**config.mk**
```make
export PLATFORM = sky130hd
export DESIGN_NAME = reed_solomon_systematic_encoder_core
export DESIGN_NICKNAME = d
export VERILOG_FILES = /design/src/rtl/rs_enc_pkg.sv /design/src/rtl/reed_solomon_systematic_encoder_core.sv
export SDC_FILE = /design/constraint.sdc
export NUM_CORES = 1
export LEC_CHECK = 0
export ABC_AREA = 1
export CAP_MARGIN = 5
export CORE_ASPECT_RATIO = 0.6
export CORE_MARGIN = 10
export CORE_UTILIZATION = 56
export CTS_CLUSTER_DIAMETER = 80
export DETAILED_ROUTE_END_ITERATION = 7
export DONT_BUFFER_PORTS = 1
export PLACE_DENSITY_LB_ADDON = 0.2
export RECOVER_POWER = 50
export SKIP_LAST_GASP = 1
export SYNTH_ARGS = -nofsm -noshare
export SYNTH_HDL_FRONTEND = slang
export SYNTH_SLANG_ARGS = --single-unit
```
**constraint.sdc**
```tcl
create_clock -name clock -period 1.7 [get_ports clock]
set_clock_uncertainty 0.05 [all_clocks]
set_input_delay 0.255 -clock clock [delete_from_list [all_inputs] [get_ports clock]]
set_output_delay 0.255 -clock clock [all_outputs]
set_load 0.05 [all_outputs]
```
**src/rtl/rs_enc_pkg.sv**
```systemverilog
// constants, field arithmetic and generator polynomial for the reed-solomon encoder
package rs_enc_pkg;

   localparam int SYMBOL_WIDTH    = 8;
   localparam int CODE_LENGTH     = 255;
   localparam int MESSAGE_SYMBOLS = 223;
   localparam int PARITY_SYMBOLS  = CODE_LENGTH - MESSAGE_SYMBOLS;
   localparam int COUNT_WIDTH     = 8;
   localparam int LEFT_WIDTH      = $clog2(PARITY_SYMBOLS);

   localparam logic [SYMBOL_WIDTH:0] FIELD_POLY = 9'h11D;

   typedef logic [SYMBOL_WIDTH-1:0] symbol_type;
   typedef logic [PARITY_SYMBOLS-1:0][SYMBOL_WIDTH-1:0] parity_type;
   typedef logic [PARITY_SYMBOLS:0][SYMBOL_WIDTH-1:0] gen_type;

   // gf(2^8) product, shift and add
   function automatic symbol_type gf_mul(input symbol_type a, input symbol_type b);
      logic [SYMBOL_WIDTH:0] x;
      symbol_type            y;
      symbol_type            acc;
      x   = {1'b0, a};
      y   = b;
      acc = '0;
      for (int k = 0; k < SYMBOL_WIDTH; k++) begin
         if (y[0]) begin
            acc = acc ^ x[SYMBOL_WIDTH-1:0];
         end
         y = y >> 1;
         x = x << 1;
         if (x[SYMBOL_WIDTH]) begin
            x = x ^ FIELD_POLY;
         end
      end
      return acc;
   endfunction

   // product of (x + alpha^i) for i = 1 .. parity symbols
   function automatic gen_type make_generator();
      gen_type    g;
      symbol_type root;
      g    = '0;
      g[0] = symbol_type'(1);
      root = symbol_type'(1);
      for (int i = 1; i <= PARITY_SYMBOLS; i++) begin
         root = gf_mul(root, symbol_type'(2));
         for (int j = i; j > 0; j--) begin
            g[j] = g[j-1] ^ gf_mul(g[j], root);
         end
         g[0] = gf_mul(g[0], root);
      end
      return g;
   endfunction

   localparam gen_type GEN_COEF = make_generator();

endpackage

```
**src/rtl/reed_solomon_systematic_encoder_core.sv**
```systemverilog
// systematic rs(255,223) encoder over gf(2^8): data pass-through and parity generation
// Message symbols are taken one per cycle while the result channel is not stalled and no
// parity is draining, highest degree first, and each appears on the result channel in the
// cycle after its transfer with tuser low. The message ends on a symbol with tlast high or
// on the 223rd symbol; the 32 parity symbols then follow on 32 further result transfers,
// highest degree first, tuser high, tlast high on the last one. While the parity symbols
// drain out of the remainder register the input is held off. Shorter messages are encoded
// as a shortened code.
module reed_solomon_systematic_encoder_core (
   input  logic       clock,
   input  logic       reset,
   input  logic       req_tvalid,
   output logic       req_tready,
   input  logic [7:0] req_tdata,   // message_symbol[7:0]
   input  logic       req_tlast,   // last_in
   output logic       rsp_tvalid,
   input  logic       rsp_tready,
   output logic [7:0] rsp_tdata,   // code_symbol[7:0]
   output logic       rsp_tuser,   // is_parity
   output logic       rsp_tlast    // last_out
);

   rs_enc_pkg::parity_type par_ff, par_in;
   logic [rs_enc_pkg::COUNT_WIDTH-1:0] cnt_ff, cnt_in;
   logic [rs_enc_pkg::LEFT_WIDTH-1:0]  left_ff, left_in;
   logic                               emit_ff, emit_in;
   logic                               out_valid_ff, out_valid_in;
   rs_enc_pkg::symbol_type             out_sym_ff, out_sym_in;
   logic                               out_parity_ff, out_parity_in;
   logic                               out_last_ff, out_last_in;

   logic                               load;
   logic                               accept;
   logic                               msg_end;
   logic [rs_enc_pkg::COUNT_WIDTH:0]   cnt_inc;
   rs_enc_pkg::symbol_type             fb;

   assign load       = !out_valid_ff || rsp_tready;
   assign req_tready = load && !emit_ff;
   assign accept     = req_tvalid && req_tready;

   assign rsp_tvalid = out_valid_ff;
   assign rsp_tdata  = out_sym_ff;
   assign rsp_tuser  = out_parity_ff;
   assign rsp_tlast  = out_last_ff;

   assign cnt_inc = {1'b0, cnt_ff} + (rs_enc_pkg::COUNT_WIDTH+1)'(1);
   assign msg_end = req_tlast ||
                    (cnt_inc >= (rs_enc_pkg::COUNT_WIDTH+1)'(rs_enc_pkg::MESSAGE_SYMBOLS));
   assign fb      = req_tdata ^ par_ff[rs_enc_pkg::PARITY_SYMBOLS-1];

   always_comb begin
      par_in        = par_ff;
      cnt_in        = cnt_ff;
      left_in       = left_ff;
      emit_in       = emit_ff;
      out_valid_in  = out_valid_ff && !rsp_tready;
      out_sym_in    = out_sym_ff;
      out_parity_in = out_parity_ff;
      out_last_in   = out_last_ff;
      if (emit_ff && load) begin
         // drain remainder, shifting zeros in clears it
         out_valid_in  = 1'b1;
         out_sym_in    = par_ff[rs_enc_pkg::PARITY_SYMBOLS-1];
         out_parity_in = 1'b1;
         out_last_in   = (left_ff == '0);
         par_in        = {par_ff[rs_enc_pkg::PARITY_SYMBOLS-2:0], rs_enc_pkg::symbol_type'(0)};
         if (left_ff == '0) begin
            emit_in = 1'b0;
         end else begin
            left_in = left_ff - rs_enc_pkg::LEFT_WIDTH'(1);
         end
      end else if (accept) begin
         out_valid_in  = 1'b1;
         out_sym_in    = req_tdata;
         out_parity_in = 1'b0;
         out_last_in   = 1'b0;
         par_in[0] = rs_enc_pkg::gf_mul(rs_enc_pkg::GEN_COEF[0], fb);
         for (int j = 1; j < rs_enc_pkg::PARITY_SYMBOLS; j++) begin
            par_in[j] = par_ff[j-1] ^ rs_enc_pkg::gf_mul(rs_enc_pkg::GEN_COEF[j], fb);
         end
         if (msg_end) begin
            cnt_in  = '0;
            emit_in = 1'b1;
            left_in = rs_enc_pkg::LEFT_WIDTH'(rs_enc_pkg::PARITY_SYMBOLS - 1);
         end else begin
            cnt_in = cnt_inc[rs_enc_pkg::COUNT_WIDTH-1:0];
         end
      end
   end

   always_ff @(posedge clock) begin
      if (reset) begin
         par_ff       <= '0;
         cnt_ff       <= '0;
         left_ff      <= '0;
         emit_ff      <= 1'b0;
         out_valid_ff <= 1'b0;
      end else begin
         par_ff       <= par_in;
         cnt_ff       <= cnt_in;
         left_ff      <= left_in;
         emit_ff      <= emit_in;
         out_valid_ff <= out_valid_in;
      end
      out_sym_ff    <= out_sym_in;
      out_parity_ff <= out_parity_in;
      out_last_ff   <= out_last_in;
   end

   // no message transfer while parity drains
   assert property (@(posedge clock) disable iff (reset) emit_ff |-> !req_tready)
      else $error("input taken during parity drain");

   // codeword boundary resets the symbol count
   assert property (@(posedge clock) disable iff (reset) emit_ff |-> (cnt_ff == '0))
      else $error("symbol count not cleared at message end");

   // remainder is empty once the last parity symbol has left
   assert property (@(posedge clock) disable iff (reset) $fell(emit_ff) |-> (par_ff == '0))
      else $error("remainder not cleared after parity");

   // last marker only on parity symbols
   assert property (@(posedge clock) disable iff (reset) out_last_ff && out_valid_ff
                    |-> out_parity_ff)
      else $error("last marker on a data symbol");

   // the final parity symbol ends the drain
   assert property (@(posedge clock) disable iff (reset)
                    emit_ff && load && (left_ff == '0) |=> !emit_ff && out_last_ff)
      else $error("parity drain did not end on last symbol");

endmodule

```
==> results.yml, run 1 <==
status:
  status: "stopped before the end"
  outcome.stop_stage: "global routing (5_1_grt)"
  error: "[ERROR GRT-0232] Routing congestion too high. Check the congestion heatmap in the GUI."
yosys:
  synth-main-ff-cell: "dfxtp_1"
  synthDistinctLibCells: 42
  syn_area_per_cell_um2: 6.53
  ys_warn_count: 0
  synthCells: 2510
  synth_edf_count: 9
  async_flop_share_pct: 0
  seq_area_frac_synth_pct: 34.9
  synth-seq-cells: 281
  netlist_area_um2: 16400
  syn-num-nets: 2527
clock_tree:
  htree_levels: 1
  cts.sinks: 281
  clk_path_buf_depth: 3
  root_buffer: "clkbuf_16"
  numCtsBuffers: 28
global_route:
  grt_max_degree: 187
  gr-usage-all-layers_pct: 98.7
  grt_remaining_overflow: 2597
floorplan:
  start_util_pct: 56.9
  io_pins: 25
  die_w_um: 241
  placementRows: 48
  die_h_um: 153
placement:
  portBuffers: 0
  place.gp.congestion: 1.04
  dpl.hpwl_um: 45900
  place_area_um2: 19400
sta:
  endpoint_type: "sequential cell input"
  crit_endpoint: "par_ff[189]$_SDFFE_PP0P_/D"
==> metrics by stage <==
stage / std cells / hold slack [ps] / setup slack [ps]
after floorplan: 2510 / 335 / -355
after global placement: 3099 / 296 / -570
after detailed placement: 3099 / 296 / -637
after CTS: 3288 / -300 / -340
==> kinds of logic after synthesis <==
logic type | share of synthesized area, %
compound gates | 17.3
xor+xnor | 7.28
fa+ha+maj | 0.305
buf+inv | 10.4
flops | 34.9
simple gates | 29.9
==> what timing repair did <==
action | CTS
hold buffers | 8
buffers inserted | 126
resized for setup | 710
endpoints found under the setup margin | 281
pin swaps | 166
endpoints found under the hold margin | 192
cloned | 19
==> synthesized netlist by cell type (21+ instances only) <==
master    number  share of area [%]
xor2_1        94                5.0
clkbuf_1      74                1.7
nor2_1        56                1.3
or2_2         59                2.3
o221ai_1      21                1.1
buf_1         22               0.50
inv_1        291                6.7
a31oi_1      125                4.8
o21ai_0      156                4.8
xnor2_1       23                1.2
a21oi_1      139                4.2
nand2_1      834                 19
buf_2         27               0.82
nand3_1      203                6.2
dfxtp_1      272                 33
==> routing by layer <==
metal,GRT overflow,global-route usage [%]
met1,112,90.6
met2,1667,115
met3,113,88.6
met4,684,107
met5,21,75.2
==> run 2: changes to the inputs <==
--- a/config.mk
+++ b/config.mk
@@ -7,13 +7,11 @@
 export LEC_CHECK = 0
 export ABC_AREA = 1
 export CAP_MARGIN = 5
-export CORE_ASPECT_RATIO = 0.6
 export CORE_MARGIN = 10
-export CORE_UTILIZATION = 56
-export CTS_CLUSTER_DIAMETER = 80
+export CORE_UTILIZATION = 40
 export DETAILED_ROUTE_END_ITERATION = 7
 export DONT_BUFFER_PORTS = 1
-export PLACE_DENSITY_LB_ADDON = 0.2
+export PLACE_DENSITY_LB_ADDON = 0.15
 export RECOVER_POWER = 50
 export SKIP_LAST_GASP = 1
 export SYNTH_ARGS = -nofsm -noshare
==> constraint.sdc (replaced) <==
create_clock -name clock -period 2.2 [get_ports clock]
set_clock_uncertainty 0.05 [all_clocks]
set_input_delay 0.33 -clock clock [delete_from_list [all_inputs] [get_ports clock]]
set_output_delay 0.33 -clock clock [all_outputs]
set_load 0.05 [all_outputs]
==> run 2 against run 1 <==
Net effect:
- area after synthesis is the same
- the flow now finishes, with violations (hold timing)
- synthesized cell count unchanged
==> results.yml, run 2 <==
yosys:
  synthDistinctLibCells: 42
  syn_area_per_cell_um2: 6.53
  synth-seq-cells: 281
  synth.area.top_cells: "dfxtp_1, nand2_1, inv_1"
  synth_edf_count: 9
  ys_warn_count: 0
  synth_common_cells: "nand2_1, inv_1, dfxtp_1, nand3_1, o21ai_0"
  netlist_area_um2: 16400
  seq_area_frac_synth_pct: 34.9
  yosysMostFrequentCell: "nand2_1"
  synth_top_area_share_pct: 33.2
  synth-main-ff-cell: "dfxtp_1"
  syn-num-nets: 2527
  yosysTopAreaCell: "dfxtp_1"
  async_flop_share_pct: 0
  synthCells: 2510
placement:
  portBuffers: 0
  place.gp.congestion: 0.986
  dpl.hpwl_um: 43900
  place_area_um2: 18500
  dp_slack_ps: -213
sta:
  rsz0062_at_grt: "yes"
  worst_slack_ps: 2.17
  finalCriticalPeriod_ps: 2200
  clock.fmax_mhz: 455
  hold_viol_final: 110
  period_share_pct: 99.9
  finalSetupViolCount: 0
  maxSlewViolCount: 0
  worst_pin_slew_ps: 840
  holdWs_ps: -199
  relSlewSlack_pct: 44.0
worst_setup_path:
  cp.required_ps: 2590
  r2r-start: "par_ff[249]"
  slowest_delay_ps: 350
  path_delay_family: "simple AND/OR/NAND/NOR gates"
  worst-r2r-cell-count: 12
  ff2ff_setup_slack_ps: 2
  path_max_fanout: 10
  crit_buf_inv: 2
  r2r_end: "par_ff[185]"
  cp-startpoint: "par_ff[249]"
  crit_slowest_cell: "dfxtp_2"
  start_kind: "flop"
  cp-end-kind: "flop"
  cp.arrival_ps: 2590
  cp_cell_sequence: "inv_1 > nand2_1 > nand2_1 > buf_12 > nand2_1 > nand2_2 > xor2_2 > nand2_1 > nand2_1 > a21oi_1 > o21ai_0 > a21oi_1"
  cpMostUsedCell: "nand2_1"
  critical_path_class: "flop to flop"
finish:
  stdcell_area_um2: 20100
  largest_register: "par_ff"
  final_common_cell: "nand2_1"
  drive_above_1_share_pct: 16.6
  area_growth_pct: 22.5
  largest_register_ffs: 256
  final_cell_mix: "nand2_1, inv_1, dfxtp_1, nand3_1, buf_4"
  nets: 2677
  n_antenna_cell: 0
pwr:
  leakagePower_nw: 9.13
  power_w: 0.0242
  ir_drop_uv: 635
  powerDensity_nw_per_um2: 1210
routing:
  viasPerCell: 5.36
  drt_first_pass_iters: 5
  drc: 0
  drt_iter0_drc: 1711
  antenna_left: 0
  vias: 17217
  wire_per_inst_um: 19.7
  routed_wl_um: 63300
global_route:
  met1_usage_pct: 33.5
  grt_pass1_wl_um: 94800
  grt_max_degree: 187
  gr-usage-all-layers_pct: 24.3
  grt_remaining_overflow: 0
  antenna_found_initial: 0
  grt_busiest_layer: "met2"
  grt_util_met3_pct: 3.45
  use_met2_pct: 38.4
  grt_pass1_vias: 15501
status:
  violations: "hold timing"
  status: "finished with violations"
floorplan:
  die_h_um: 222
  placeableCoreArea_um2: 40600
  placementRows: 74
  die_w_um: 222
  die_area_um2: 49500
  io_pins: 25
  start_util_pct: 40.3
clock_tree:
  root_buffer: "clkbuf_16"
  clk_path_buf_depth: 3
  htree_levels: 2
  cts.sinks: 281
  cts_tree: "yes"
  worstSkewPairLatency_ps: 560
  clk_pin_slew_worst_paths_ps: 60
  numCtsBuffers: 35
  hold_buffers: 6
hold_path:
  hold_depth: 1
  worstHoldStart: "reset"
  whs_endpoint: "par_ff[177]"
  hold_path_class: "input pin to flop"
run:
  cap_violations: 0
==> run 2: cell counts after synthesis <==
No cell type changed its count.
==> run 2: layout make-up <==
| cell class | instances | area [µm²] |
|---|---|---|
| timing repair buffer | 246 | 2130 |
| fill | 4075 | 20600 |
| inverter | 293 | 1110 |
| clock buffer | 54 | 1030 |
| multi-input combinational | 1802 | 9360 |
| clock inverter | 5 | 65.1 |
| tap | 532 | 666 |
| timing repair inverter | 1 | 7.51 |
| sequential | 281 | 5720 |
==> run 2: power by group <==
group / internal (W) / leakage, nW / total (W) / switching [W]
combinational: 0.00453 / 6.26 / 0.0115 / 0.00693
clock: 0.00333 / 0.534 / 0.00567 / 0.00234
sequential: 0.00611 / 2.34 / 0.00711 / 0.00100
total: 0.0140 / 9.13 / 0.0242 / 0.0103
==> run 2: cell families after synthesis <==
logic type               Yosys count  synth area share [%]
adder cells (fa/ha/maj)            4                 0.305
buffers and inverters            428                  10.4
AND/OR/NAND/NOR                 1177                  29.9
AO/OA/AOI/OAI                    494                  17.3
XOR/XNOR                         126                  7.28
flip-flops                       281                  34.9
==> run 2: routing by layer <==
metal	share of wire [%]	vias to the layer above
li1	-	8381
met1	45	8117
met2	45	622
met3	7.5	97
met4	2.6	0
met5	0	-
==> run 2: worst max-delay path by stage <==
stage,endpoint,slack [ps],cells past startpoint
detailed placement,par_ff[253],-210,10
global route,emit_ff,-120,12
floorplan,par_ff[20],20,12
global placement,par_ff[253],-200,10
CTS,par_ff[253],-20,9
finish,par_ff[185],2,12
==> run 2: per-stage QoR <==
| stage | util [%] | std cells | hold slack (ps) | TNS [ps] |
|---|---|---|---|---|
| after floorplan | - | 2510 | 395 | 0 |
| after global placement | 45.5 | 3135 | 378 | -1950 |
| after detailed placement | 45.5 | 3135 | 378 | -2050 |
| after CTS | 48.5 | 3200 | -206 | -20.4 |
| after global routing | 49.4 | 3214 | -215 | -2600 |
| final | 49.4 | 3214 | -199 | 0 |
==> run 2: timing repair <==
item,4_1_cts,5_1_grt
endpoints found under the setup margin,47,136
buffers inserted,0,11
endpoints found under the hold margin,189,171
pin swaps,1,4
gates cloned,0,3
resized for setup,18,84
Power figures use the tool's default switching activity.
